[config.mk]
export PLATFORM = sky130hd
export DESIGN_NAME = stereo_mix_fade_clamp_flat
export DESIGN_NICKNAME = d
export VERILOG_FILES = /design/src/hdl/smfc_pkg.sv /design/src/hdl/smfc_req_if.sv /design/src/hdl/smfc_rsp_if.sv /design/src/hdl/stereo_mix_fade_clamp.sv /design/src/flat_wrapper.sv
export SDC_FILE = /design/constraint.sdc
export NUM_CORES = 2
export LEC_CHECK = 0
export BUFFER_PORTS_ARGS = -buffer_cell sky130_fd_sc_hd__buf_4
export CAP_MARGIN = 5
export CORE_MARGIN = 3
export CORE_UTILIZATION = 66
export DETAILED_ROUTE_END_ITERATION = 6
export GPL_TIMING_DRIVEN = 0
export PLACE_DENSITY = 0.95
export SLEW_MARGIN = 25
export SYNTH_ARGS = -nofsm -noshare
export SYNTH_HDL_FRONTEND = slang
export SYNTH_SLANG_ARGS = --single-unit
export TNS_END_PERCENT = 50
[constraint.sdc]
create_clock -name clock -period 21.5 [get_ports clock]
set_input_delay 3.225 -clock clock [delete_from_list [all_inputs] [get_ports clock]]
set_output_delay 3.225 -clock clock [all_outputs]
set_load 0.02 [all_outputs]
[src/hdl/smfc_pkg.sv]
`timescale 1ns / 1ps
// Shared types and constants of the stereo mixer with fade envelope.
// No dependencies; the interfaces and the top level import this package.
package smfc_pkg;

   localparam int SAMPLE_W   = 16;   // Q1.15 sample width
   localparam int SUM_W      = 18;   // sum of two samples plus sign headroom
   localparam int LEN_W      = 24;   // fade length registers
   localparam int POS_W      = 48;   // sample position counter
   localparam int GAIN_W     = 17;   // unsigned Q1.16 gain, 65536 is unity
   localparam int PROD_W     = 36;   // shared 18 x 18 signed multiplier output
   localparam int CNT_W      = 5;    // division step counter
   localparam int CSR_ADDR_W = 3;    // byte address of two 32-bit registers
   localparam int CSR_DATA_W = 32;

   localparam int DIV_IN_STEPS  = 16; // quotient bits of the fade-in gain
   localparam int DIV_OUT_STEPS = 17; // quotient bits of the fade-out factor

   localparam logic [GAIN_W-1:0] UNITY_GAIN = GAIN_W'(65536);

   // Register index codes, taken from address bit 2.
   localparam logic REG_FADE_IN  = 1'b0;
   localparam logic REG_FADE_OUT = 1'b1;

   typedef struct packed {
      logic signed [SAMPLE_W-1:0] src0_left;
      logic signed [SAMPLE_W-1:0] src0_right;
      logic signed [SAMPLE_W-1:0] src1_left;
      logic signed [SAMPLE_W-1:0] src1_right;
      logic                       src0_valid;
      logic                       src1_valid;
      logic                       stop_request;
   } req_type;

   typedef struct packed {
      logic signed [SAMPLE_W-1:0] out_left;
      logic signed [SAMPLE_W-1:0] out_right;
      logic                       fade_done;
   } rsp_type;

endpackage

[src/hdl/smfc_req_if.sv]
`timescale 1ns / 1ps
// Input channel of the mixer: valid/ready handshake carrying one stereo sample pair.
// Depends on smfc_pkg for the payload type.
interface smfc_req_if import smfc_pkg::*; ();
   logic    valid;
   logic    ready;
   req_type data;

   modport source (output valid, output data, input ready);
   modport sink   (input valid, input data, output ready);
endinterface

[src/hdl/smfc_rsp_if.sv]
`timescale 1ns / 1ps
// Result channel of the mixer: valid/ready handshake carrying one faded stereo sample.
// Depends on smfc_pkg for the payload type.
interface smfc_rsp_if import smfc_pkg::*; ();
   logic    valid;
   logic    ready;
   rsp_type data;

   modport source (output valid, output data, input ready);
   modport sink   (input valid, input data, output ready);
endinterface

[src/hdl/stereo_mix_fade_clamp.sv]
`timescale 1ns / 1ps
// Top level of the two-source stereo mixer with linear fade-in/fade-out and Q1.15 clamp.
// Depends on smfc_pkg, smfc_req_if and smfc_rsp_if.
//
//   Channel   Direction  Handshake            Contents
//   req_ch    in         valid/ready          two stereo samples, valid bits, stop request
//   rsp_ch    out        valid/ready          faded, clamped stereo sample, fade_done
//   csr_*     in/out     APB, pready tied 1   fade_in_samples at 0x0, fade_out_samples at 0x4
//
// One transfer on req_ch is worked on at a time by a small sequencer around one shared
// restoring divide step and one shared 18 x 18 multiplier. It runs setup, the fade-in
// divide steps while the fade-in runs, the fade-out divide steps while a fade-out runs, the
// gain and channel multiplies and a final state that registers the result and frees req_ch.
// A finished result waits in the output register while the next sample is already taken.
// Reset is synchronous and active high; it clears the position, the fade state and the
// fade length registers. A stalled rsp_ch only holds the sequencer at its final cycle.
module stereo_mix_fade_clamp
   import smfc_pkg::*;
(
   input  logic                  clock,
   input  logic                  reset,
   smfc_req_if.sink              req_ch,
   smfc_rsp_if.source            rsp_ch,
   input  logic                  csr_psel,
   input  logic                  csr_penable,
   input  logic                  csr_pwrite,
   input  logic [CSR_ADDR_W-1:0] csr_paddr,
   input  logic [CSR_DATA_W-1:0] csr_pwdata,
   output logic [CSR_DATA_W-1:0] csr_prdata,
   output logic                  csr_pready
);

   // Sequencer states.
   localparam logic [3:0] S_IDLE   = 4'd0;
   localparam logic [3:0] S_SETUP  = 4'd1;
   localparam logic [3:0] S_DIVIN  = 4'd2;
   localparam logic [3:0] S_FOPREP = 4'd3;
   localparam logic [3:0] S_DIVOUT = 4'd4;
   localparam logic [3:0] S_MULG   = 4'd5;
   localparam logic [3:0] S_GAIN   = 4'd6;
   localparam logic [3:0] S_MULL   = 4'd7;
   localparam logic [3:0] S_MULR   = 4'd8;
   localparam logic [3:0] S_FIN    = 4'd9;

   // Control state.
   logic [3:0]       state_ff, state_in;
   logic [LEN_W-1:0] fade_in_len_ff, fade_in_len_in;
   logic [LEN_W-1:0] fade_out_len_ff, fade_out_len_in;
   logic [POS_W-1:0] pos_ff, pos_in;
   logic             fading_ff, fading_in;
   logic [POS_W-1:0] start_ff, start_in;
   logic             rsp_valid_ff, rsp_valid_in;

   // Working registers of the current sample.
   logic signed [SUM_W-1:0]    l_ff, l_in;
   logic signed [SUM_W-1:0]    r_ff, r_in;
   logic [LEN_W-1:0]           pos_lo_ff, pos_lo_in;
   logic                       in_fade_ff, in_fade_in;
   logic [POS_W-1:0]           since_ff, since_in;
   logic [LEN_W-1:0]           rem_ff, rem_in;
   logic [LEN_W-1:0]           div_ff, div_in;
   logic [GAIN_W-1:0]          q_ff, q_in;
   logic [CNT_W-1:0]           cnt_ff, cnt_in;
   logic [GAIN_W-1:0]          gain_ff, gain_in;
   logic                       done_ff, done_in;
   logic signed [PROD_W-1:0]   prod_ff, prod_in;
   logic [SAMPLE_W-1:0]        res_l_ff, res_l_in;
   rsp_type                    rsp_data_ff, rsp_data_in;

   // Shared datapath.
   logic                     div_shift;
   logic [LEN_W:0]           rem_sh;
   logic                     div_ge;
   logic [LEN_W-1:0]         rem_step;
   logic [GAIN_W-1:0]        q_step;
   logic signed [SUM_W-1:0]  mul_a, mul_b;
   logic signed [PROD_W-1:0] mul_p;

   logic             req_xfer;
   logic             csr_write;
   logic [POS_W-1:0] start_new;
   logic             out_free;

   // Scale a product of a sample sum and a Q1.16 gain back to Q1.15: divide by 65536
   // truncating toward zero, then clamp to the 16-bit range.
   function automatic logic [SAMPLE_W-1:0] scale_q15(input logic signed [PROD_W-1:0] p);
      logic signed [PROD_W-1:0] adj;
      logic signed [19:0]       t;
      adj = p + (p[PROD_W-1] ? PROD_W'(65535) : PROD_W'(0));
      t   = 20'(adj >>> 16);
      if (t > 20'sd32767) begin
         scale_q15 = 16'h7FFF;
      end else if (t < -20'sd32768) begin
         scale_q15 = 16'h8000;
      end else begin
         scale_q15 = t[SAMPLE_W-1:0];
      end
   endfunction

   function automatic logic signed [SUM_W-1:0] sext(input logic signed [SAMPLE_W-1:0] s);
      sext = {{(SUM_W-SAMPLE_W){s[SAMPLE_W-1]}}, s};
   endfunction

   assign req_ch.ready = (state_ff == S_IDLE);
   assign req_xfer     = req_ch.valid && req_ch.ready;
   assign rsp_ch.valid = rsp_valid_ff;
   assign rsp_ch.data  = rsp_data_ff;
   assign out_free     = !rsp_valid_ff || rsp_ch.ready;

   // Configuration port: zero-wait APB, writes land on the access cycle.
   assign csr_pready = 1'b1;
   assign csr_write  = csr_psel && csr_penable && csr_pwrite && csr_pready;

   always_comb begin
      case (csr_paddr[2])
         REG_FADE_IN:  csr_prdata = CSR_DATA_W'(fade_in_len_ff);
         REG_FADE_OUT: csr_prdata = CSR_DATA_W'(fade_out_len_ff);
         default:      csr_prdata = '0;
      endcase
   end

   // One restoring division step. The fade-out division starts without a shift so that
   // its first step yields the integer bit of the factor.
   assign div_shift = !((state_ff == S_DIVOUT) && (cnt_ff == '0));
   assign rem_sh    = div_shift ? {rem_ff, 1'b0} : {1'b0, rem_ff};
   assign div_ge    = (rem_sh >= {1'b0, div_ff});
   assign rem_step  = div_ge ? LEN_W'(rem_sh - {1'b0, div_ff}) : rem_sh[LEN_W-1:0];
   assign q_step    = {q_ff[GAIN_W-2:0], div_ge};

   // Shared multiplier: gain times fade-out factor, then each channel sum times the gain.
   always_comb begin
      case (state_ff)
         S_MULG: begin
            mul_a = $signed({1'b0, gain_ff});
            mul_b = $signed({1'b0, q_ff});
         end
         S_MULL: begin
            mul_a = l_ff;
            mul_b = $signed({1'b0, gain_ff});
         end
         S_MULR: begin
            mul_a = r_ff;
            mul_b = $signed({1'b0, gain_ff});
         end
         default: begin
            mul_a = '0;
            mul_b = '0;
         end
      endcase
   end
   assign mul_p = mul_a * mul_b;

   // The first stop request pins the fade-out start to the sample that carries it.
   assign start_new = fading_ff ? start_ff : pos_ff;

   always_comb begin
      state_in        = state_ff;
      fade_in_len_in  = fade_in_len_ff;
      fade_out_len_in = fade_out_len_ff;
      pos_in          = pos_ff;
      fading_in       = fading_ff;
      start_in        = start_ff;
      rsp_valid_in    = rsp_valid_ff && !rsp_ch.ready;
      l_in            = l_ff;
      r_in            = r_ff;
      pos_lo_in       = pos_lo_ff;
      in_fade_in      = in_fade_ff;
      since_in        = since_ff;
      rem_in          = rem_ff;
      div_in          = div_ff;
      q_in            = q_ff;
      cnt_in          = cnt_ff;
      gain_in         = gain_ff;
      done_in         = done_ff;
      prod_in         = prod_ff;
      res_l_in        = res_l_ff;
      rsp_data_in     = rsp_data_ff;

      if (csr_write) begin
         case (csr_paddr[2])
            REG_FADE_IN:  fade_in_len_in  = csr_pwdata[LEN_W-1:0];
            REG_FADE_OUT: fade_out_len_in = csr_pwdata[LEN_W-1:0];
            default:      ;
         endcase
      end

      case (state_ff)
         S_IDLE: begin
            if (req_xfer) begin
               fading_in  = fading_ff || req_ch.data.stop_request;
               start_in   = start_new;
               since_in   = pos_ff - start_new;
               pos_lo_in  = pos_ff[LEN_W-1:0];
               in_fade_in = (pos_ff[POS_W-1:LEN_W] == '0) &&
                            (pos_ff[LEN_W-1:0] < fade_in_len_ff);
               pos_in     = (pos_ff == '1) ? pos_ff : pos_ff + POS_W'(1);
               l_in = (req_ch.data.src0_valid ? sext(req_ch.data.src0_left) : '0) +
                      (req_ch.data.src1_valid ? sext(req_ch.data.src1_left) : '0);
               r_in = (req_ch.data.src0_valid ? sext(req_ch.data.src0_right) : '0) +
                      (req_ch.data.src1_valid ? sext(req_ch.data.src1_right) : '0);
               state_in = S_SETUP;
            end
         end
         S_SETUP: begin
            gain_in = UNITY_GAIN;
            done_in = fading_ff && !(since_ff < POS_W'(fade_out_len_ff));
            if (in_fade_ff) begin
               rem_in   = pos_lo_ff;
               div_in   = fade_in_len_ff;
               q_in     = '0;
               cnt_in   = '0;
               state_in = S_DIVIN;
            end else begin
               state_in = S_FOPREP;
            end
         end
         S_DIVIN: begin
            rem_in = rem_step;
            q_in   = q_step;
            cnt_in = cnt_ff + CNT_W'(1);
            if (cnt_ff == CNT_W'(DIV_IN_STEPS - 1)) begin
               gain_in  = {1'b0, q_step[GAIN_W-2:0]};
               state_in = S_FOPREP;
            end
         end
         S_FOPREP: begin
            if (fading_ff && !done_ff) begin
               // Since is below the fade-out length here, so its low bits suffice.
               rem_in   = fade_out_len_ff - since_ff[LEN_W-1:0];
               div_in   = fade_out_len_ff;
               q_in     = '0;
               cnt_in   = '0;
               state_in = S_DIVOUT;
            end else begin
               q_in     = done_ff ? '0 : UNITY_GAIN;
               state_in = S_MULG;
            end
         end
         S_DIVOUT: begin
            rem_in = rem_step;
            q_in   = q_step;
            cnt_in = cnt_ff + CNT_W'(1);
            if (cnt_ff == CNT_W'(DIV_OUT_STEPS - 1)) begin
               state_in = S_MULG;
            end
         end
         S_MULG: begin
            prod_in  = mul_p;
            state_in = S_GAIN;
         end
         S_GAIN: begin
            gain_in  = prod_ff[GAIN_W+15:16];
            state_in = S_MULL;
         end
         S_MULL: begin
            prod_in  = mul_p;
            state_in = S_MULR;
         end
         S_MULR: begin
            res_l_in = scale_q15(prod_ff);
            prod_in  = mul_p;
            state_in = S_FIN;
         end
         S_FIN: begin
            if (out_free) begin
               rsp_data_in.out_left  = res_l_ff;
               rsp_data_in.out_right = scale_q15(prod_ff);
               rsp_data_in.fade_done = done_ff;
               rsp_valid_in          = 1'b1;
               state_in              = S_IDLE;
            end
         end
         default: begin
            state_in = S_IDLE;
         end
      endcase
   end

   always_ff @(posedge clock) begin
      if (reset) begin
         state_ff        <= S_IDLE;
         fade_in_len_ff  <= '0;
         fade_out_len_ff <= '0;
         pos_ff          <= '0;
         fading_ff       <= 1'b0;
         start_ff        <= '0;
         rsp_valid_ff    <= 1'b0;
      end else begin
         state_ff        <= state_in;
         fade_in_len_ff  <= fade_in_len_in;
         fade_out_len_ff <= fade_out_len_in;
         pos_ff          <= pos_in;
         fading_ff       <= fading_in;
         start_ff        <= start_in;
         rsp_valid_ff    <= rsp_valid_in;
      end
   end

   always_ff @(posedge clock) begin
      l_ff        <= l_in;
      r_ff        <= r_in;
      pos_lo_ff   <= pos_lo_in;
      in_fade_ff  <= in_fade_in;
      since_ff    <= since_in;
      rem_ff      <= rem_in;
      div_ff      <= div_in;
      q_ff        <= q_in;
      cnt_ff      <= cnt_in;
      gain_ff     <= gain_in;
      done_ff     <= done_in;
      prod_ff     <= prod_in;
      res_l_ff    <= res_l_in;
      rsp_data_ff <= rsp_data_in;
   end

endmodule

[src/flat_wrapper.sv]
// flat-port wrapper written by rule: the top's interface ports become plain ports
module stereo_mix_fade_clamp_flat import smfc_pkg::*;
  (clock, reset, csr_psel, csr_penable, csr_pwrite, csr_paddr, csr_pwdata, csr_prdata, csr_pready, req_ch_valid, req_ch_data, req_ch_ready, rsp_ch_valid, rsp_ch_data, rsp_ch_ready);
  smfc_req_if req_ch_i ();
  smfc_rsp_if rsp_ch_i ();
  input  logic clock;
  input  logic reset;
  input  logic csr_psel;
  input  logic csr_penable;
  input  logic csr_pwrite;
  input  logic [CSR_ADDR_W-1:0] csr_paddr;
  input  logic [CSR_DATA_W-1:0] csr_pwdata;
  output logic [CSR_DATA_W-1:0] csr_prdata;
  output logic csr_pready;
  input wire logic [$bits(req_ch_i.valid)-1:0] req_ch_valid;
  input wire logic [$bits(req_ch_i.data)-1:0] req_ch_data;
  output wire logic [$bits(req_ch_i.ready)-1:0] req_ch_ready;
  output wire logic [$bits(rsp_ch_i.valid)-1:0] rsp_ch_valid;
  output wire logic [$bits(rsp_ch_i.data)-1:0] rsp_ch_data;
  input wire logic [$bits(rsp_ch_i.ready)-1:0] rsp_ch_ready;
  assign req_ch_i.valid = req_ch_valid;
  assign req_ch_i.data = req_ch_data;
  assign req_ch_ready = req_ch_i.ready;
  assign rsp_ch_valid = rsp_ch_i.valid;
  assign rsp_ch_data = rsp_ch_i.data;
  assign rsp_ch_i.ready = rsp_ch_ready;
  stereo_mix_fade_clamp u_core (.clock(clock), .reset(reset), .req_ch(req_ch_i), .rsp_ch(rsp_ch_i), .csr_psel(csr_psel), .csr_penable(csr_penable), .csr_pwrite(csr_pwrite), .csr_paddr(csr_paddr), .csr_pwdata(csr_pwdata), .csr_prdata(csr_prdata), .csr_pready(csr_pready));
endmodule
== After elaboration in Yosys (flattened, before gate mapping) ==
Index checks and enable logic that the tools add are counted.
Widths: inputs -> output; s select.

* Eq/ne operators: 18
* Add/sub/neg operators: 8
* Muxes and demuxes: 37
* $lt $le $gt $ge: 5
* Multiply operators: 1
* Bitwise logic cells: 2
* Reduce and logical (&&, ||, !) cells: 33

{| class="wikitable"
|+ Operators by type and width
! cell !! number
|-
| $mux 24 || 5
|-
| $pmux 17 s3 || 2
|-
| $mux 18 || 4
|-
| $pmux 24 s3 || 1
|-
| $mux 17 || 4
|-
| $pmux 32 s2 || 1
|-
| $pmux 18 s3 || 1
|-
| $add 48x1->48 const B || 1
|-
| $eq 48x48->1 const B || 1
|-
| $lt 48x24->1 || 1
|-
| $mux 16 || 3
|-
| $mux 48 || 1
|-
| $pmux 24 s2 || 1
|-
| $sub 24x24->24 || 2
|-
| $sub 48x48->48 || 1
|-
| $pmux 4 s10 || 1
|-
| $add 18x18->18 || 2
|-
| $add 36x36->36 || 1
|-
| $mul 18x18->36 || 1
|-
| $pmux 17 s2 || 1
|-
| $ge 25x24->1 || 1
|-
| $mux 25 || 1
|-
| $logic_not 24->1 || 1
|-
| $lt 24x24->1 || 1
|-
| 28 further kinds || 65
|}

* Input port bits: 109
* Register bits after elaboration: 432
* Output and inout port bits: 68

== Logic depth before layout (Yosys ltp) ==
* Depth after elaboration: 6
* Mapped depth: 32
* Mapped depth without buffers: 29

== Worst setup path before layout ==
No wires, ideal clock.

* Kind: register to register
* From: reg u_core.state_ff[2]
* To: reg u_core.prod_ff[33] (data pin)
* Cell stages (with the launch flop): 31
* Setup time: 0.259 ns
* Arrival: 7.645 ns
* Path slack: 13.596 ns
* Path buffers: 5
* Period minus slack after synthesis: 7.904 ns
* Data required time: 21.241 ns
* Cells stage by stage: dfxtp_1 -> clkbuf_1 -> and3_1 -> or2_2 -> clkbuf_1 -> buf_1 -> a22oi_1 -> clkbuf_1 -> nor2_1 -> fa_1 -> inv_1 -> fa_1 -> fa_1 -> fa_1 -> inv_1 -> fa_1 -> inv_1 -> fa_1 -> inv_1 -> ha_1 -> clkbuf_1 -> and4_1 -> o311ai_0 -> nand3_1 -> o22ai_1 -> o211ai_1 -> a21o_1 -> nor3_1 -> o31ai_1 -> nor4b_1 -> a211o_1

* Longest elaborated chain between the ends: 4

{| class="wikitable"
|+ RTL lines
! element !! RTL line !! text
|-
| start: declaration || stereo_mix_fade_clamp.sv:46 || <nowiki>logic [3:0] state_ff, state_in;</nowiki>
|-
| start signal: assignment || stereo_mix_fade_clamp.sv:289 || <nowiki>state_ff <= state_in;</nowiki>
|-
| $eq 4x3->1 / $eq 4x4->1 (equally long branches) || stereo_mix_fade_clamp.sv:132 || <nowiki>case (state_ff)</nowiki>
|-
| $reduce_or 2->1 (no source line) || - ||
|-
| $pmux 17 s2 || stereo_mix_fade_clamp.sv:132 ||
|-
| $mul 18x18->36 (*) || stereo_mix_fade_clamp.sv:151 || <nowiki>assign mul_p = mul_a * mul_b;</nowiki>
|-
| named net u_core.mul_p[33] || stereo_mix_fade_clamp.sv:77 || <nowiki>logic signed [PROD_W-1:0] mul_p;</nowiki>
|-
| end signal: assignment || stereo_mix_fade_clamp.sv:311 || <nowiki>prod_ff <= prod_in;</nowiki>
|-
| end: declaration || stereo_mix_fade_clamp.sv:66 || <nowiki>logic signed [PROD_W-1:0] prod_ff, prod_in;</nowiki>
|}

The timed path passes the listed nets; every way through them passes the cells marked *.
A chain may end at the register's enable or synchronous reset.

== Worst setup path in the final report ==
* From: reg u_core.state_ff[1]
* To: reg u_core.prod_ff[32] (data pin)

The elaborated chain is that of the path after synthesis.

==> results.ini <==
[detailed_routing]
drt_wl_total_mm=107
drc_errors=0
wl_met3_mm=13.9
firstDrtPassIters=7
drt-met1-wl_mm=39.4
drt_iter0_drc=4234
via_per_inst=6.30
postRouteAntennaNets=0
num_vias=31400
wl_met2_mm=48.3
topRoutingLayerUsed=met5
wl_per_cell_um=21.6

[placement]
port_buffers=156
placed_cells_incl_taps=4898
place_congestion=1.02
dpl.hpwl_mm=81.8
dpl_worst_slack_ps=11930
place_area_sq_um=39300

[final_layout]
design_area_sq_um=40800
nNetsFinal=4905
areaGrowthSynthToFinish_pct=10.5
layout_commonest_cell=inv_1
final_cell_mix=543 x inv_1, 447 x nand2_1, 381 x nor2_1
fillCellCount=3608
instances_no_fill=4983
final_layout_size_suffix_gt1_frac=0.0718
utilization=0.740

[floorplanning]
initial_core_util=0.670
num_rows=86
dieArea_sq_um=58900
fp.coreArea_sq_um=55200
die_width_um=243
pin_count=177
die_h_um=243

[logic_synthesis]
synth_edf_count=282
yosysUniqueCellTypes=77
synth_area_sq_um=37000
yosysSeqAreaShare=0.310
avgSynthCellArea_sq_um=9.30
ys_seq_elements=432
synth-main-ff-cell=edfxtp_1
yosys_warnings=0
synthCells=3973
async_flop_share=0

[worst_setup_path]
worstPathRequired_ps=21830
endpoint_kind=flip-flop
crit_slowest_cell=fa_1
critPathKind=flip-flop to flip-flop
worstPathArrival_ps=10270
crit_path_max_fanout=10
max_stage_delay_ps=530
start_kind=flip-flop
worst_path_most_repeated_cell=fa_1

[timing]
final_max_slew_viol_count=0
finalHoldViolations=0
fin_crit_ps=9940
rsz0062_at_grt=false
hold_ws_ps=418
fin_crit_sh=0.463
worst_slew_pin_slew_ps=1020
slew-limit-headroom=0.321
setup_violations=0
setup_total_negative_slack_ps=0
timing.fmax_mhz=101
skew_ps=33.5
finalWorstSetupSlack_ps=11560

[clock_tree]
clk_pin_slew_ps=70
cts.sinks=432
cts_resized=0
clk_latency_ps=600
h-tree-depth=2
cts_hold_buf=0
clock_tree.root_cell=clkbuf_16
clockBufferDepth=3
cts_tree=yes
cts_buffers=45
cts_setup_buffers=0

[global_routing]
grt_pass1_vias=31000
track_usage=0.360
grt-ovfl-total=0
antenna_found_initial=3
grt_first_pass_wirelength_mm=167
grt_max_degree=57

[power_and_ir_drop]
powerDensity_nw_per_um2=64.1
total_power_mw=2.62
vdd_drop_max_mv=0.0789
p_leak_nw=18.2

[min_path]
min_path_type=flip-flop to flip-flop

[run_status]
status=finished, final reports clean

[run]
drv_cap=0

[Yosys cell counts (all sizes together) (4+ instances only)]
cell type,n,area (sq um)
o211ai,15,113
a41oi,4,35.0
o211a,4,40.0
and4,11,96.3
o31ai,11,82.6
nor3,33,165
a21oi,184,925
nand2,447,1680
mux2,24,270
nand3,57,285
ha,282,3530
xor2,94,823
nor2b,30,188
or3,14,87.6
mux2i,77,771
a211oi,71,538
buf,25,133
o2111ai,5,43.8
clkbuf,135,507
o21a,28,210
fa,316,6330
nor4,14,103
and3,47,294
a22o,13,114
inv,543,2040
o31a,5,43.8
a311oi,4,35.0
a31oi,16,100
a21o,82,616
a221o,6,60.1
nand4,37,231
o21bai,16,120
nor2,384,1440
xnor2,108,946
a21boi,6,45.0
a211o,7,61.3
dfxtp,150,3000
and2,88,551
o41a,4,45.0
or2,9,56.3
o21ai,162,811
a22oi,49,373
a221oi,6,52.6
nand2b,31,194
edfxtp,282,8470
[final cells by class]
cell class | count | area (sq um) | share of cell area
well taps | 748 | 936 | 0.0229
clock buffers | 64 | 1320 | 0.0324
flip-flops and latches | 432 | 11500 | 0.281
plain buffers | 160 | 644 | 0.0158
inverters | 543 | 2040 | 0.0499
diodes | 1 | 2.50 | 0.0000613
clock inverters | 19 | 158 | 0.00386
repair buffers | 171 | 1370 | 0.0334
multi-input cells | 2845 | 22900 | 0.561
[where the power goes]
part           leakage, nW  internal [mW]  switching (mW)  total [mW]
registers             3.92           1.03          0.0725        1.10
logic                 13.5          0.286           0.444       0.730
clock network        0.738          0.445           0.345       0.790
[state kept, by name (all words and copies together), names as in the netlist, 4 cells and up]
register	count
u_core.cnt_ff	5
u_core.div_ff	24
u_core.fade_in_len_ff	24
u_core.fade_out_len_ff	24
u_core.gain_ff	17
u_core.l_ff	18
u_core.pos_ff	48
u_core.pos_lo_ff	24
u_core.prod_ff	36
u_core.q_ff	17
u_core.r_ff	18
u_core.rem_ff	24
u_core.res_l_ff	16
u_core.rsp_ch.data	33
u_core.since_ff	48
u_core.start_ff	48
u_core.state_ff	4
[logic make-up (layout without fill, tap and decap cells)]
group                    Yosys count  count (layout)  synth area share
AND/OR/NAND/NOR                 1213            1213             0.148
AO/OA/AOI/OAI                    722             722             0.127
buffers and inverters            703             957            0.0724
adder cells (fa/ha/maj)          598             598             0.267
flip-flops                       432             432             0.310
XOR/XNOR                         202             202            0.0479
multiplexers                     101             101            0.0282
other                              2              10          0.000203
[worst max-delay path, delay by kind of cell, from the launching register on]
kind            cells  cell delay (ps)
buf+inv             9             1960
flops               1              360
compound gates      9             2460
simple gates        6             1570
fa+ha+maj           7             3190
xor+xnor            1              130
[worst paths after layout]
path	start	end	slack, ps	cells after the start
worst max-delay path	u_core.state_ff[1]	u_core.prod_ff[32]	11560	32
worst min register to register	u_core.res_l_ff[4]	u_core.rsp_ch.data[21]	420	0
worst max register to register	u_core.state_ff[1]	u_core.prod_ff[32]	11560	32
worst min-delay path	u_core.res_l_ff[4]	u_core.rsp_ch.data[21]	420	0
[layer usage]
metal / vias up / global-route usage
met5: - / 0
met4: 2 / 0.161
met3: 466 / 0.0888
met2: 2185 / 0.565
met1: 15000 / 0.477
li1: 13800 / -
No activity file was read; power rests on OpenSTA's default activity.
